`src/rtl/sipf_pkg.sv`:
```
package sipf_pkg;

	localparam logic [7:0] START_BYTE = 8'hFF;
	localparam int QUEUE_DEPTH = 2;

	// byte position inside the framed packet
	typedef enum logic [2:0] {
		POS_SYNC0,
		POS_SYNC1,
		POS_ID,
		POS_LEN,
		POS_CMD,
		POS_PARAM,
		POS_CKS
	} pos_t;

	// what the back end must emit for one accepted item
	typedef struct packed {
		logic       hdr;
		logic [7:0] id;
		logic [7:0] len;
		logic [7:0] cmd;
		logic       has_par;
		logic [7:0] par;
		logic       has_cks;
		logic [7:0] cks;
	} job_t;

endpackage

```
`src/rtl/sipf_item_if.sv`:
```
interface sipf_item_if;
	logic       valid;
	logic       ready;
	logic [7:0] servo_id;
	logic [7:0] command;
	logic [7:0] param_count;
	logic [7:0] param_byte;

	modport source(output valid, output servo_id, output command, output param_count,
		output param_byte, input ready);
	modport sink(input valid, input servo_id, input command, input param_count,
		input param_byte, output ready);
endinterface

```
`src/rtl/sipf_byte_if.sv`:
```
interface sipf_byte_if;
	logic       valid;
	logic       ready;
	logic [7:0] out_byte;
	logic       packet_end;

	modport source(output valid, output out_byte, output packet_end, input ready);
	modport sink(input valid, input out_byte, input packet_end, output ready);
endinterface

```
`src/rtl/sipf_front.sv`:
```
module sipf_front
	import sipf_pkg::*;
(
	input  logic         clk,
	input  logic         arst_n,
	sipf_item_if.sink    item,
	input  logic         q_full,
	output logic         push,
	output job_t         push_job
);

	logic       in_packet_q;
	logic [7:0] sum_q;
	logic [7:0] left_q;

	logic       first;
	logic [7:0] len;
	logic [7:0] hsum;
	logic [7:0] psum;
	logic [7:0] left;
	logic [7:0] left_n;
	logic       zero;

	assign item.ready = !q_full;
	assign push = item.valid && item.ready;

	always_comb begin
		first  = !in_packet_q;
		len    = item.param_count + 8'd2;
		hsum   = item.servo_id + len + item.command;
		psum   = (first ? hsum : sum_q) + item.param_byte;
		zero   = first && (item.param_count == 8'd0);
		left   = first ? item.param_count : left_q;
		left_n = left - 8'd1;

		push_job.hdr     = first;
		push_job.id      = item.servo_id;
		push_job.len     = len;
		push_job.cmd     = item.command;
		push_job.has_par = !zero;
		push_job.par     = item.param_byte;
		push_job.has_cks = zero || (left_n == 8'd0);
		push_job.cks     = zero ? ~hsum : ~psum;
	end

	always_ff @(posedge clk or negedge arst_n) begin
		if (!arst_n) begin
			in_packet_q <= 1'b0;
			sum_q       <= '0;
			left_q      <= '0;
		end else if (push && !zero) begin
			if (left_n == 8'd0) begin
				in_packet_q <= 1'b0;
				sum_q       <= '0;
				left_q      <= '0;
			end else begin
				in_packet_q <= 1'b1;
				sum_q       <= psum;
				left_q      <= left_n;
			end
		end
	end

endmodule

```
`src/rtl/sipf_queue.sv`:
```
module sipf_queue
	import sipf_pkg::*;
#(
	parameter int Depth = QUEUE_DEPTH
)(
	input  logic clk,
	input  logic arst_n,
	input  logic push,
	input  job_t push_job,
	input  logic pop,
	output logic full,
	output logic head_valid,
	output job_t head_job
);

	localparam int PtrW = (Depth > 1) ? $clog2(Depth) : 1;
	localparam int CntW = $clog2(Depth + 1);

	job_t            mem_q [Depth];
	logic [PtrW-1:0] wr_q;
	logic [PtrW-1:0] rd_q;
	logic [CntW-1:0] cnt_q;

	assign full       = (cnt_q == CntW'(Depth));
	assign head_valid = (cnt_q != '0);
	assign head_job   = mem_q[rd_q];

	function automatic logic [PtrW-1:0] bump(input logic [PtrW-1:0] p);
		bump = (p == PtrW'(Depth - 1)) ? '0 : p + PtrW'(1);
	endfunction

	always_ff @(posedge clk) begin
		if (push) begin
			mem_q[wr_q] <= push_job;
		end
	end

	always_ff @(posedge clk or negedge arst_n) begin
		if (!arst_n) begin
			wr_q  <= '0;
			rd_q  <= '0;
			cnt_q <= '0;
		end else begin
			if (push) begin
				wr_q <= bump(wr_q);
			end
			if (pop) begin
				rd_q <= bump(rd_q);
			end
			if (push && !pop) begin
				cnt_q <= cnt_q + CntW'(1);
			end else if (pop && !push) begin
				cnt_q <= cnt_q - CntW'(1);
			end
		end
	end

endmodule

```
`src/rtl/sipf_back.sv`:
```
module sipf_back
	import sipf_pkg::*;
(
	input  logic         clk,
	input  logic         arst_n,
	input  logic         head_valid,
	input  job_t         head_job,
	output logic         pop,
	sipf_byte_if.source  serial
);

	pos_t       pos_q;
	pos_t       pos_d;
	logic       busy_q;
	logic       busy_d;
	pos_t       cur;
	logic       emit;
	logic       last;
	logic [7:0] byte_d;

	logic       valid_q;
	logic [7:0] byte_q;
	logic       end_q;

	assign emit = head_valid && (!valid_q || serial.ready);

	always_comb begin
		if (busy_q) begin
			cur = pos_q;
		end else if (head_job.hdr) begin
			cur = POS_SYNC0;
		end else if (head_job.has_par) begin
			cur = POS_PARAM;
		end else begin
			cur = POS_CKS;
		end

		last   = 1'b0;
		pos_d  = pos_q;
		byte_d = START_BYTE;
		case (cur)
			POS_SYNC0: begin
				byte_d = START_BYTE;
				pos_d  = POS_SYNC1;
			end
			POS_SYNC1: begin
				byte_d = START_BYTE;
				pos_d  = POS_ID;
			end
			POS_ID: begin
				byte_d = head_job.id;
				pos_d  = POS_LEN;
			end
			POS_LEN: begin
				byte_d = head_job.len;
				pos_d  = POS_CMD;
			end
			POS_CMD: begin
				byte_d = head_job.cmd;
				pos_d  = head_job.has_par ? POS_PARAM : POS_CKS;
			end
			POS_PARAM: begin
				byte_d = head_job.par;
				pos_d  = POS_CKS;
				last   = !head_job.has_cks;
			end
			POS_CKS: begin
				byte_d = head_job.cks;
				last   = 1'b1;
			end
			default: begin
				byte_d = START_BYTE;
				last   = 1'b1;
			end
		endcase

		busy_d = busy_q;
		if (emit) begin
			busy_d = !last;
		end
	end

	assign pop = emit && last;

	always_ff @(posedge clk or negedge arst_n) begin
		if (!arst_n) begin
			pos_q  <= POS_SYNC0;
			busy_q <= 1'b0;
		end else begin
			busy_q <= busy_d;
			if (emit) begin
				pos_q <= pos_d;
			end
		end
	end

	// output register: holds a beat while the receiver stalls
	always_ff @(posedge clk or negedge arst_n) begin
		if (!arst_n) begin
			valid_q <= 1'b0;
		end else if (!valid_q || serial.ready) begin
			valid_q <= head_valid;
		end
	end

	always_ff @(posedge clk) begin
		if (emit) begin
			byte_q <= byte_d;
			end_q  <= (cur == POS_CKS);
		end
	end

	assign serial.valid      = valid_q;
	assign serial.out_byte   = byte_q;
	assign serial.packet_end = end_q;

endmodule

```
`src/rtl/servo_instruction_packet_framer.sv`:
```
// Servo instruction packet framer.
// Channel item (sink): one beat per parameter byte. The first beat of a
// packet also carries servo_id, command and param_count; those fields are
// ignored on later beats. A packet with param_count zero takes one beat
// whose param_byte is ignored.
// Channel serial (source): one framed byte per beat, packet_end high on the
// closing checksum byte. A first item yields the header 0xFF 0xFF id len cmd,
// then its parameter if any, then the checksum if it was the last: up to seven
// beats. Later items yield one or two beats.
// An accepted item passes through the job queue, then the output register,
// before its first beat is valid. Throughput: one output beat per cycle
// while serial is ready, set by the single-byte serializer at the back end.
// Items are accepted while the job queue between front and back has room,
// so the front keeps taking items while the back is still sending.
// Reset: no packet open, queue empty, no output beat pending.
// When serial stalls, the current beat is held and the queue fills; item
// ready drops once the queue is full.
module servo_instruction_packet_framer
	import sipf_pkg::*;
#(
	parameter int QueueDepth = QUEUE_DEPTH
)(
	input  logic        clk,
	input  logic        arst_n,
	sipf_item_if.sink   item,
	sipf_byte_if.source serial
);

	logic push;
	job_t push_job;
	logic full;
	logic pop;
	logic head_valid;
	job_t head_job;

	sipf_front u_front (
		.clk      (clk),
		.arst_n   (arst_n),
		.item     (item),
		.q_full   (full),
		.push     (push),
		.push_job (push_job)
	);

	sipf_queue #(
		.Depth (QueueDepth)
	) u_queue (
		.clk        (clk),
		.arst_n     (arst_n),
		.push       (push),
		.push_job   (push_job),
		.pop        (pop),
		.full       (full),
		.head_valid (head_valid),
		.head_job   (head_job)
	);

	sipf_back u_back (
		.clk        (clk),
		.arst_n     (arst_n),
		.head_valid (head_valid),
		.head_job   (head_job),
		.pop        (pop),
		.serial     (serial)
	);

endmodule
```
`src/flat_wrapper.sv`:
```
// flat-port wrapper written by rule: the top's interface ports become plain ports
module servo_instruction_packet_framer_flat import sipf_pkg::*;
#(
	parameter int QueueDepth = QUEUE_DEPTH
)
  (clk, arst_n, item_valid, item_servo_id, item_command, item_param_count, item_param_byte, item_ready, serial_valid, serial_out_byte, serial_packet_end, serial_ready);
  sipf_item_if item_i ();
  sipf_byte_if serial_i ();
  input  logic clk;
  input  logic arst_n;
  input wire logic [$bits(item_i.valid)-1:0] item_valid;
  input wire logic [$bits(item_i.servo_id)-1:0] item_servo_id;
  input wire logic [$bits(item_i.command)-1:0] item_command;
  input wire logic [$bits(item_i.param_count)-1:0] item_param_count;
  input wire logic [$bits(item_i.param_byte)-1:0] item_param_byte;
  output wire logic [$bits(item_i.ready)-1:0] item_ready;
  output wire logic [$bits(serial_i.valid)-1:0] serial_valid;
  output wire logic [$bits(serial_i.out_byte)-1:0] serial_out_byte;
  output wire logic [$bits(serial_i.packet_end)-1:0] serial_packet_end;
  input wire logic [$bits(serial_i.ready)-1:0] serial_ready;
  assign item_i.valid = item_valid;
  assign item_i.servo_id = item_servo_id;
  assign item_i.command = item_command;
  assign item_i.param_count = item_param_count;
  assign item_i.param_byte = item_param_byte;
  assign item_ready = item_i.ready;
  assign serial_valid = serial_i.valid;
  assign serial_out_byte = serial_i.out_byte;
  assign serial_packet_end = serial_i.packet_end;
  assign serial_i.ready = serial_ready;
  servo_instruction_packet_framer #(.QueueDepth(QueueDepth)) u_core (.clk(clk), .arst_n(arst_n), .item(item_i), .serial(serial_i));
endmodule
```
`config.mk`:
```
export PLATFORM = sky130hd
export DESIGN_NAME = servo_instruction_packet_framer_flat
export DESIGN_NICKNAME = d
export VERILOG_FILES = /design/src/rtl/sipf_pkg.sv /design/src/rtl/sipf_item_if.sv /design/src/rtl/sipf_byte_if.sv /design/src/rtl/sipf_front.sv /design/src/rtl/sipf_queue.sv /design/src/rtl/sipf_back.sv /design/src/rtl/servo_instruction_packet_framer.sv /design/src/flat_wrapper.sv
export SDC_FILE = /design/constraint.sdc
export NUM_CORES = 1
export LEC_CHECK = 0
export ABC_AREA = 1
export BUFFER_PORTS_ARGS = -buffer_cell sky130_fd_sc_hd__buf_2
export CAP_MARGIN = 40
export CELL_PAD_IN_SITES_DETAIL_PLACEMENT = 1
export CELL_PAD_IN_SITES_GLOBAL_PLACEMENT = 1
export CORE_ASPECT_RATIO = 0.8
export CORE_MARGIN = 10
export CORE_UTILIZATION = 47
export DETAILED_ROUTE_END_ITERATION = 10
export HOLD_SLACK_MARGIN = 0.15
export MAX_ROUTING_LAYER = met4
export PLACE_DENSITY_LB_ADDON = 0.3
export SETUP_SLACK_MARGIN = 0.5
export SLEW_MARGIN = 15
export SYNTH_ARGS = -nofsm -noshare
export SYNTH_HDL_FRONTEND = slang
export SYNTH_SLANG_ARGS = --single-unit
```
`constraint.sdc`:
```
create_clock -name clk -period 3.8 [get_ports clk]
set_input_delay 0.38 -clock clk [delete_from_list [all_inputs] [get_ports clk]]
set_output_delay 0.38 -clock clk [all_outputs]
set_load 0.05 [all_outputs]
```
==> results of run 1 <==
-- where the power goes --
group	switching (µW)	internal [µW]	leakage (µW)
clock network	629	1000	0.000278
registers	194	2040	0.00119
logic	2320	1080	0.00196
total	3140	4120	0.00342
-- area by class of cell --
type | instances | area, µm²
clock inverters | 13 | 143
well taps | 175 | 219
multi-input cells | 484 | 2680
inverters | 59 | 221
fillers | 1485 | 5310
clock buffers | 19 | 453
repair buffers | 77 | 488
flip-flops and latches | 121 | 3500
-- worst max-delay path, stage by stage --
cell	delay, ns
buf_8	0.10
ha_4	0.17
xor2_4	0.16
fa_2	0.57
ha_4	0.22
a21oi_2	0.15
nand2_2	0.08
a21oi_2	0.12
nor2_1	0.06
nor2_1	0.11
xor2_1	0.19
o21ai_1	0.08
ha_1	0.33
nand2_1	0.09
inv_1	0.07
nand4_1	0.11
nand2_1	0.09
nand2_1	0.06
nand2_2	0.10
nand3_2	0.11
nand3_2	0.10
nand2_2	0.06
-- Yosys cell counts (all sizes together) --
cell type  count  area [µm²]
or2            8        50.1
nand2        279        1060
clkbuf        12        45.0
o211ai         5        37.5
xor2          10        87.6
a21boi         1        18.8
a22oi          1        7.51
o21ai         34         170
dfrtp         26         651
buf            5        45.0
nand4          5        31.3
nor2b          1        6.26
nor4           1        6.26
nand3b         3        22.5
clkinv         1        3.75
nor3           3        31.3
inv           58         218
o22ai          3        32.5
o21a           1        7.51
o21bai         1        7.51
edfxtp        95        2850
a31oi          5        31.3
and3           7        43.8
fa             9         180
nand3         30         160
a21oi         18        93.8
xnor2          4        35.0
nor2          38         170
ha            17         213
-- kinds of logic (layout without fill, tap and decap cells) --
logic type / count (synthesis) / after routing / share of synthesized area [%]
simple gates: 375 / 375 / 25.0
flops: 121 / 121 / 55.5
buf+inv: 76 / 168 / 4.93
compound gates: 69 / 69 / 6.44
fa+ha+maj: 26 / 26 / 6.22
xor+xnor: 14 / 14 / 1.94
-- timing repair --
| action | in CTS | in global routing |
|---|---|---|
| hold endpoints to repair | 26 | 0 |
| buffers inserted | 3 | 4 |
| hold buffers | 1 | 0 |
| gates resized for setup | 15 | 18 |
| pin swaps | 18 | 12 |
| endpoints found under the setup margin | 5 | 9 |
-- stage by stage --
step,total power (µW),setup TNS (ns),instances
global route,7750,0,948
finish,7260,0,948
CTS,7190,0,944
global placement,5270,0,908
floorplan,4450,0,681
detailed placement,5430,-0.153,908
-- metal layers --
layer  up-vias  share of wire [%]
met5         -                  0
met4         0                2.8
met3        38                5.0
met2       131                 51
met1      2573                 41
li1       2402                  -
-- state kept, by name, summed over array words and instances, names as in the netlist --
signal                           count
u_core.u_back.busy_q                 1
u_core.u_front.left_q                8
u_core.u_back.serial.valid           1
u_core.u_back.serial.out_byte        8
u_core.u_queue.rd_q                  1
u_core.u_front.sum_q                 8
u_core.u_front.in_packet_q           1
u_core.u_back.pos_q                  3
u_core.u_back.serial.packet_end      1
u_core.u_queue.wr_q                  1
u_core.u_queue.mem_q                86
u_core.u_queue.cnt_q                 2
-- worst paths after layout --
kind	start	to	slack, ns	depth (start not counted)
max	item_param_count[1]	u_core.u_queue.mem_q[1][7]$_DFFE_PP_	0.44	22
min	serial_ready	u_core.u_back.serial.valid$_DFFE_PN0N_	0.17	2
max reg2reg	u_core.u_queue.rd_q$_DFFE_PN0P_	u_core.u_queue.cnt_q[1]$_DFFE_PN0P_	1.06	11
min reg2reg	u_core.u_front.left_q[1]$_DFFE_PN0P_	u_core.u_front.left_q[1]$_DFFE_PN0P_	0.50	2
max in group asynchronous	arst_n	u_core.u_back.pos_q[0]$_DFFE_PN0P_	2.81	2
min in group asynchronous	arst_n	u_core.u_front.left_q[4]$_DFFE_PN0P_	0.53	2
==> results.toml, run 1 <==
[layout]
final_cell_mix = "nand2_1, edfxtp_1, inv_1, buf_2, buf_4"
layout_commonest_cell = "nand2_1"
layout-area-overhead-vs-synth_pct = 21.9
stdcell_area_mm2 = 0.00770
n_antenna_cell = 0
final_core_util_pct = 59.2
fin_nets = 822
drive_gt1_share_pct = 21.1

[detailed_routing]
wire_per_inst_um = 20.4
drtIter0Drc = 343
drt_pass1_iterations = 5
ant_nets = 0
num_vias = 5144
drc = 0
drt-vias-per-instance = 5.43
routed_wirelength_mm = 19.3

[floorplanning]
initial_core_util_pct = 48.6
io_pins = 47
dieArea_mm2 = 0.0185
coreArea_mm2 = 0.0130
die_x_um = 150
num_rows = 37
die_h_um = 124

[sta]
slew_violations = 0
finalHoldViolCount = 0
holdWs_ns = 0.170
grt_setup_unrepaired = "true"
layout_min_cycle_time_ns = 3.36
max_slew.worst_pin.slew_ns = 0.789
slew_headroom_pct = 47.3
clock.fmax_ghz = 0.298
fin_worst_skew_ns = 0.00936
fin_crit_sh_pct = 88.3
setup_ws_ns = 0.444
finalSetupViolations = 0

[cts]
clock-sinks = 121
h-tree-depth = 4
clockRootBuffer = "clkbuf_16"
clock_latency_ns = 0.42
clk_path_buf_depth = 2
numCtsBuffers = 17
clkTransAtPathRegs_ns = 0.06
cts_tree = "done"

[grt]
grt_max_degree = 43
first_global_vias = 5562
track_usage_pct = 22.4
grt_pass1_wl_mm = 30.1
grt-ovfl-total = 0
antenna_found_initial = 0
use_met2_pct = 37.6
met3_usage_pct = 5.94
grt.busiest_layer = "met2"
gr-usage-met1_pct = 25.3

[placement]
post-dp-hpwl_mm = 13.3
place_congestion = 0.912
post_dp_cell_area_mm2 = 0.00691
dp_slack_ns = -0.0764
io_buffers = 46

[critical_path]
critPathKind = "primary input to flip-flop"
critPathArrivalTime_ns = 3.52
cp_data_required_time_ns = 3.97
path_max_fanout = 3
startpoint_type = "primary input"
cp-end-kind = "flip-flop"

[synthesis]
synth_warnings = 0
synth.net_count = 743
synth-seq-area-share_pct = 55.5
syn_area_per_cell_um2 = 9.27
yosys_register_bits = 121
synth_area_mm2 = 0.00632
yosysUniqueCellTypes = 41
syn-instance-count = 681

[power_and_ir_drop]
p_leak_uw = 0.00342
peakVddDrop_mv = 0.469
power_density_mw_per_mm2 = 942

[job]
max_cap_viol_count = 0

[outcome]
outcome = "finished clean"

[hold_path]
min_path_type = "primary input to flip-flop"
(Power assumes the default switching activity.)
==> run 2: changes to the inputs <==
--- a/config.mk
+++ b/config.mk
@@ -12,7 +12,7 @@
 export CELL_PAD_IN_SITES_GLOBAL_PLACEMENT = 1
 export CORE_ASPECT_RATIO = 0.8
 export CORE_MARGIN = 10
-export CORE_UTILIZATION = 47
+export CORE_UTILIZATION = 49
 export DETAILED_ROUTE_END_ITERATION = 10
 export HOLD_SLACK_MARGIN = 0.15
 export MAX_ROUTING_LAYER = met4
@@ -21,4 +21,5 @@
 export SLEW_MARGIN = 15
 export SYNTH_ARGS = -nofsm -noshare
 export SYNTH_HDL_FRONTEND = slang
+export SYNTH_HIERARCHICAL = 1
 export SYNTH_SLANG_ARGS = --single-unit
==> run 2 against run 1 <==
Net effect: critical endpoint is now u_core/u_queue/mem_q[0][7]$_DFFE_PP_; combinational power grew 8.8%; first-iteration DRC count grew 2.9%; non-clock buffer count shrank 3; core utilization is essentially flat; synthesized cell count shrank 1.9%; largest power group unchanged; routed wire length shrank 3.0%.
==> results.toml, run 2 <==
[cts]
clockRootBuffer = "clkbuf_16"
numCtsBuffers = 17
clock_latency_ns = 0.41
clk_path_buf_depth = 2
clock-sinks = 121
h-tree-depth = 4
clkTransAtPathRegs_ns = 0.06
cts_tree = "done"

[sta]
fin_crit_sh_pct = 90.7
slew_headroom_pct = 49.4
fin_worst_skew_ns = 0.0105
clock.fmax_ghz = 0.290
finalSetupViolations = 0
slew_violations = 0
layout_min_cycle_time_ns = 3.45
finalHoldViolCount = 0
grt_setup_unrepaired = "true"
setup_ws_ns = 0.353
max_slew.worst_pin.slew_ns = 0.760

[placement]
place_congestion = 0.916
dp_cells = 873
post-dp-hpwl_mm = 12.9
io_buffers = 46
dp_slack_ns = -0.0636

[synthesis]
synth_top_area_share_pct = 40.9
synth_area_mm2 = 0.00698
synthTopCellsByArea = "edfxtp_1, dfrtp_1, nand2_1, mux2_4, inv_1"
synth_warnings = 6
synth_top_area_cell = "edfxtp_1"
yosys_register_bits = 121
synth_commonest_cells = "nand2_1, edfxtp_1, inv_1"
synth-seq-area-share_pct = 50.2
synth-edff-count = 95
yosysUniqueCellTypes = 41
synth_top_flop_cell = "edfxtp_1"
synth_most_common_cell = "nand2_1"
synthArstFlopShare_pct = 21.5
syn_area_per_cell_um2 = 10.5
synth.net_count = 730
syn-instance-count = 668

[layout]
layout_commonest_cell = "nand2_1"
multiInputGateArea_mm2 = 0.00304
n_antenna_cell = 0
fin_nets = 782
final_core_util_pct = 59.2
drive_gt1_share_pct = 31.8
largest_reg_flops = 86
max_flop_register = "u_core/u_queue/mem_q"
nFillCells = 1485
register_area_mm2 = 0.00350
final_cell_mix = "nand2_1, edfxtp_1, inv_1, nor2_1, buf_2"
layout-area-overhead-vs-synth_pct = 16.5
stdcell_count = 913

[critical_path]
startpoint_type = "primary input"
path_max_fanout = 4
cp-end-kind = "flip-flop"
critPathKind = "primary input to flip-flop"
cp_data_required_time_ns = 3.96
critPathArrivalTime_ns = 3.61

[power_and_ir_drop]
p_leak_uw = 0.00368
finalPower_uw = 7650
power_density_mw_per_mm2 = 940
peakVddDrop_mv = 0.479

[job]
max_cap_viol_count = 0

[grt]
track_usage_pct = 19.8
grt_max_degree = 44
grt_pass1_wl_mm = 29.3
grt-ovfl-total = 0
antenna_found_initial = 0
first_global_vias = 5338

[detailed_routing]
drt_pass1_iterations = 5
wire_per_inst_um = 20.5
drtIter0Drc = 353
ant_nets = 0
routed_wirelength_mm = 18.8
drc = 0
num_vias = 4896
drt-vias-per-instance = 5.36

[outcome]
outcome = "finished clean"

[hold_path]
min_path_type = "primary input to flip-flop"

[floorplanning]
initial_core_util_pct = 50.8
io_pins = 47
coreArea_mm2 = 0.0137
die_x_um = 153
num_rows = 38
dieArea_mm2 = 0.0195
die_h_um = 127
==> run 2: cell types whose count changed after synthesis, moves of 7 or more <==
cell,delta
inv_1,+15
nand2_1,-105
o21ai_1,-12
nand3_1,+12
and3_1,-7
mux2_4,+39
nor2_1,+16
clkbuf_1,-11
nand2_4,+8
buf_4,+25
o21ai_2,+11
==> run 2: metal layers <==
layer	track usage, %	wire length, µm
met5	-	0
met4	6.99	353
met3	4.09	879
met2	32.9	9490
met1	23.4	8030
==> run 2: power breakdown <==
part | total (µW) | switching, µW | internal (µW) | leakage, µW
Clock | 1710 | 614 | 1100 | 0.000303
Sequential | 2240 | 203 | 2040 | 0.00119
Combinational | 3690 | 2310 | 1390 | 0.00218
==> run 2: kinds of logic after synthesis <==
group,Yosys count,synth area share [%]
compound gates,51,4.57
xor+xnor,15,1.88
fa+ha+maj,26,5.63
buf+inv,114,9.30
flops,121,50.2
mux,43,9.03
simple gates,298,19.4
==> run 2: layout make-up <==
class / count / area share, %
clock buffers: 17 / 5.23
well taps: 180 / 2.77
repair buffers: 74 / 5.67
flip-flops and latches: 121 / 43.1
clock inverters: 15 / 2.43
multi-input cells: 433 / 37.4
inverters: 73 / 3.41
==> run 2: path summary, 6_finish.rpt <==
| check | start | endpoint | depth (start not counted) | slack, ns |
|---|---|---|---|---|
| worst min register to register | u_core/u_front/left_q[5]$_DFFE_PN0P_ | u_core/u_front/left_q[5]$_DFFE_PN0P_ | 2 | 0.48 |
| worst min-delay path | item_servo_id[6] | u_core/u_queue/mem_q[0][40]$_DFFE_PP_ | 1 | 0.20 |
| max in group asynchronous | arst_n | u_core/u_queue/rd_q$_DFFE_PN0P_ | 2 | 2.76 |
| worst max-delay path | item_param_count[1] | u_core/u_queue/mem_q[0][7]$_DFFE_PP_ | 22 | 0.35 |
| min in group asynchronous | arst_n | u_core/u_front/left_q[2]$_DFFE_PN0P_ | 2 | 0.54 |
| worst max register to register | u_core/u_queue/rd_q$_DFFE_PN0P_ | u_core/u_queue/cnt_q[1]$_DFFE_PN0P_ | 11 | 1.11 |
==> run 2: through the flow <==
stage	setup TNS (ns)	hold slack, ns	instance area, µm²
final	0	0.199	8140
after global routing	0	0.191	8140
after global placement	0	0.451	7260
after detailed placement	-0.145	0.455	7260
after CTS	0	0.176	8000
after floorplan	0	0.0844	7020
==> run 2: critical path, cell delays in order <==
cell     delay [ns]
buf_8          0.11
ha_4           0.18
xor2_4         0.15
fa_1           0.54
ha_4           0.22
a21oi_2        0.14
nand2_2        0.09
a21oi_2        0.12
nor2_1         0.06
nor2_1         0.13
xor2_1         0.24
o21ai_1        0.14
ha_1           0.36
a21oi_1        0.14
o21a_1         0.15
nand2_1        0.05
nand2_1        0.07
nand2_2        0.07
inv_2          0.06
nand3_2        0.07
nand3_2        0.07
nand2_2        0.06
==> run 2: what timing repair did <==
action                     in CTS  in global routing
resized for setup              21                 28
hold buffers                    1                  0
setup endpoints to repair       9                 11
hold endpoints to repair       26                  0
setup buffers                   1                  6
pin swaps                      23                 23
==> run 3: changes to the inputs <==
--- a/config.mk
+++ b/config.mk
@@ -12,7 +12,7 @@
 export CELL_PAD_IN_SITES_GLOBAL_PLACEMENT = 1
 export CORE_ASPECT_RATIO = 0.8
 export CORE_MARGIN = 10
-export CORE_UTILIZATION = 49
+export CORE_UTILIZATION = 47
 export DETAILED_ROUTE_END_ITERATION = 10
 export HOLD_SLACK_MARGIN = 0.15
 export MAX_ROUTING_LAYER = met4
==> run 3 against run 2 <==
Net effect: cell area shrank 0.37%; core utilization fell by 2.9 points; critical path depth stayed put; cell count is 0.99% higher; combinational power up 2%; setup slack got worse by 0.047 ns; largest power group unchanged.
==> results.toml, run 3 (same netlist as run 2, synthesis figures left out) <==
[grt]
grt.busiest_layer = "met2"
track_usage_pct = 20.3
use_met2_pct = 33.4
grt_pass1_wl_mm = 30.0
gr-usage-met1_pct = 24.0
antenna_found_initial = 0
met3_usage_pct = 5.42
first_global_vias = 5372
grt-ovfl-total = 0
grt_max_degree = 44

[power_and_ir_drop]
p_leak_uw = 0.00368
finalPower_uw = 7580
peakVddDrop_mv = 0.396
power_density_mw_per_mm2 = 935

[critical_path]
cp-end-kind = "flip-flop"
rr_startpoint = "u_core/u_queue/rd_q$_DFFE_PN0P_"
r2r.worst_path.cells = 11
startpoint = "item_param_count[1]"
cpPeakStageDelay_ns = 0.55
cpMostUsedCell = "nand2_2"
cp_data_required_time_ns = 3.97
cp_slowest_cell = "fa_1"
startpoint_type = "primary input"
r2r_end = "u_core/u_queue/cnt_q[1]$_DFFE_PN0P_"
critPathTopFamily = "adder cells"
crit_chain = "buf_8 -> ha_4 -> xor2_4 -> fa_1 -> ha_4 -> a21oi_4 -> nand2_2 -> a21oi_2 -> nor2_1 -> nor2_2 -> xor2_1 -> o21ai_1 -> ha_1 -> a21oi_2 -> o21a_1 -> nand2_1 -> nand2_1 -> nand2_2 -> inv_2 -> nand3_2 -> nand3_2 -> nand2_2"
critPathArrivalTime_ns = 3.67
critPathBufInv = 2
critPathKind = "primary input to flip-flop"
path_max_fanout = 3
rrSetupSlack_ns = 1.06

[floorplanning]
dieArea_mm2 = 0.0202
io_pins = 47
die_x_um = 156
die_h_um = 129
num_rows = 39
coreArea_mm2 = 0.0144
initial_core_util_pct = 48.5

[sta]
fin_crit_sh_pct = 91.9
max_slew.worst_pin.slew_ns = 0.781
finalHoldViolCount = 0
slew_headroom_pct = 47.9
slew_violations = 0
layout_min_cycle_time_ns = 3.49
grt_setup_unrepaired = "true"
clock.fmax_ghz = 0.286
finalSetupViolations = 0
fin_worst_skew_ns = 0.0132

[layout]
stdcell_area_mm2 = 0.00811
fin_nets = 787
nFillCells = 1590
n_antenna_cell = 0
largest_reg_flops = 86
layout-area-overhead-vs-synth_pct = 16.1
drive_gt1_share_pct = 31.2
layout_commonest_cell = "nand2_1"
max_flop_register = "u_core/u_queue/mem_q"
final_cell_mix = "nand2_1, edfxtp_1, inv_1, nor2_1, buf_2"

[cts]
clock_latency_ns = 0.43
clock-sinks = 121
clockRootBuffer = "clkbuf_16"
clkTransAtPathRegs_ns = 0.06
h-tree-depth = 4
cts_tree = "done"
numCtsBuffers = 17
clk_path_buf_depth = 2

[detailed_routing]
ant_nets = 0
drt-vias-per-instance = 5.34
drc = 0
drt_pass1_iterations = 7
wire_per_inst_um = 20.8
drtIter0Drc = 304
routed_wirelength_mm = 19.2
num_vias = 4919

[hold_path]
min_path_type = "primary input to flip-flop"
min_from = "item_command[6]"
holdPathEnd = "u_core/u_queue/mem_q[1][24]$_DFFE_PP_"
holdPathStages = 1

[job]
max_cap_viol_count = 0

[placement]
io_buffers = 46
post_dp_cell_area_mm2 = 0.00726
place_congestion = 0.863
post-dp-hpwl_mm = 13.0

[outcome]
outcome = "finished clean"
==> run 3: cell types whose count changed in the layout (fill, tap and decap cells not counted), sizes merged <==
cell,previous run,this run
inv,74,77
bufinv,4,2
buf,72,78
clkinv,9,6
clkinvlp,1,2
==> run 3: routing by layer <==
metal  part of all wire, %  vias to the layer above  wire (µm)
met1                    43                     2462       8260
met5                     0                        -          0
li1                      -                     2295          -
met2                    50                      129       9620
met4                   2.2                        0        417
met3                   4.7                       33        901
==> run 3: report_power, final <==
| group | total, µW | leakage, µW | internal, µW | switching (µW) |
|---|---|---|---|---|
| clock | 1600 | 0.000277 | 967 | 634 |
| combinational | 3750 | 0.00221 | 1410 | 2340 |
| sequential | 2230 | 0.00119 | 2040 | 196 |
| total | 7580 | 0.00368 | 4410 | 3170 |
==> run 3: what timing repair did <==
| item | CTS | global route |
|---|---|---|
| endpoints found under the setup margin | 9 | 13 |
| pin swaps | 18 | 27 |
| setup buffers | 5 | 8 |
| gates resized for setup | 18 | 24 |
| hold buffers | 1 | 0 |
| endpoints found under the hold margin | 26 | 0 |
==> run 3: how the worst max path moves through the flow <==
stage / end / slack (ns) / cells after the start
after floorplan: u_core/u_queue/mem_q[0][7]$_DFFE_PP_ / 0.36 / 21
after global placement: u_core/u_queue/mem_q[0][7]$_DFFE_PP_ / 0.05 / 22
after detailed placement: u_core/u_queue/mem_q[1][7]$_DFFE_PP_ / -0.09 / 22
after CTS: u_core/u_queue/mem_q[0][7]$_DFFE_PP_ / 0.47 / 22
after global routing: u_core/u_queue/mem_q[0][7]$_DFFE_PP_ / 0.20 / 22
final: u_core/u_queue/mem_q[0][7]$_DFFE_PP_ / 0.31 / 22
==> run 3: final cells by class <==
class | instances | area (µm²) | share of cell area [%]
sequential | 121 | 3500 | 43.2
multi-input combinational | 433 | 3020 | 37.2
timing repair buffer | 79 | 504 | 6.22
clock buffer | 18 | 429 | 5.29
inverter | 73 | 278 | 3.43
tap | 184 | 230 | 2.84
clock inverter | 14 | 145 | 1.79
==> run 3: through the flow <==
step                cells  utilization, %  TNS, ns  setup WS (ns)  hold WS (ns)
global placement      876            50.4        0         0.0493         0.451
finish                922            56.3        0          0.306         0.186
CTS                   914            55.3        0          0.473         0.169
detailed placement    876            50.4   -0.188        -0.0940         0.456
floorplan             668               -        0          0.362        0.0844
global route          922            56.3        0          0.203         0.175
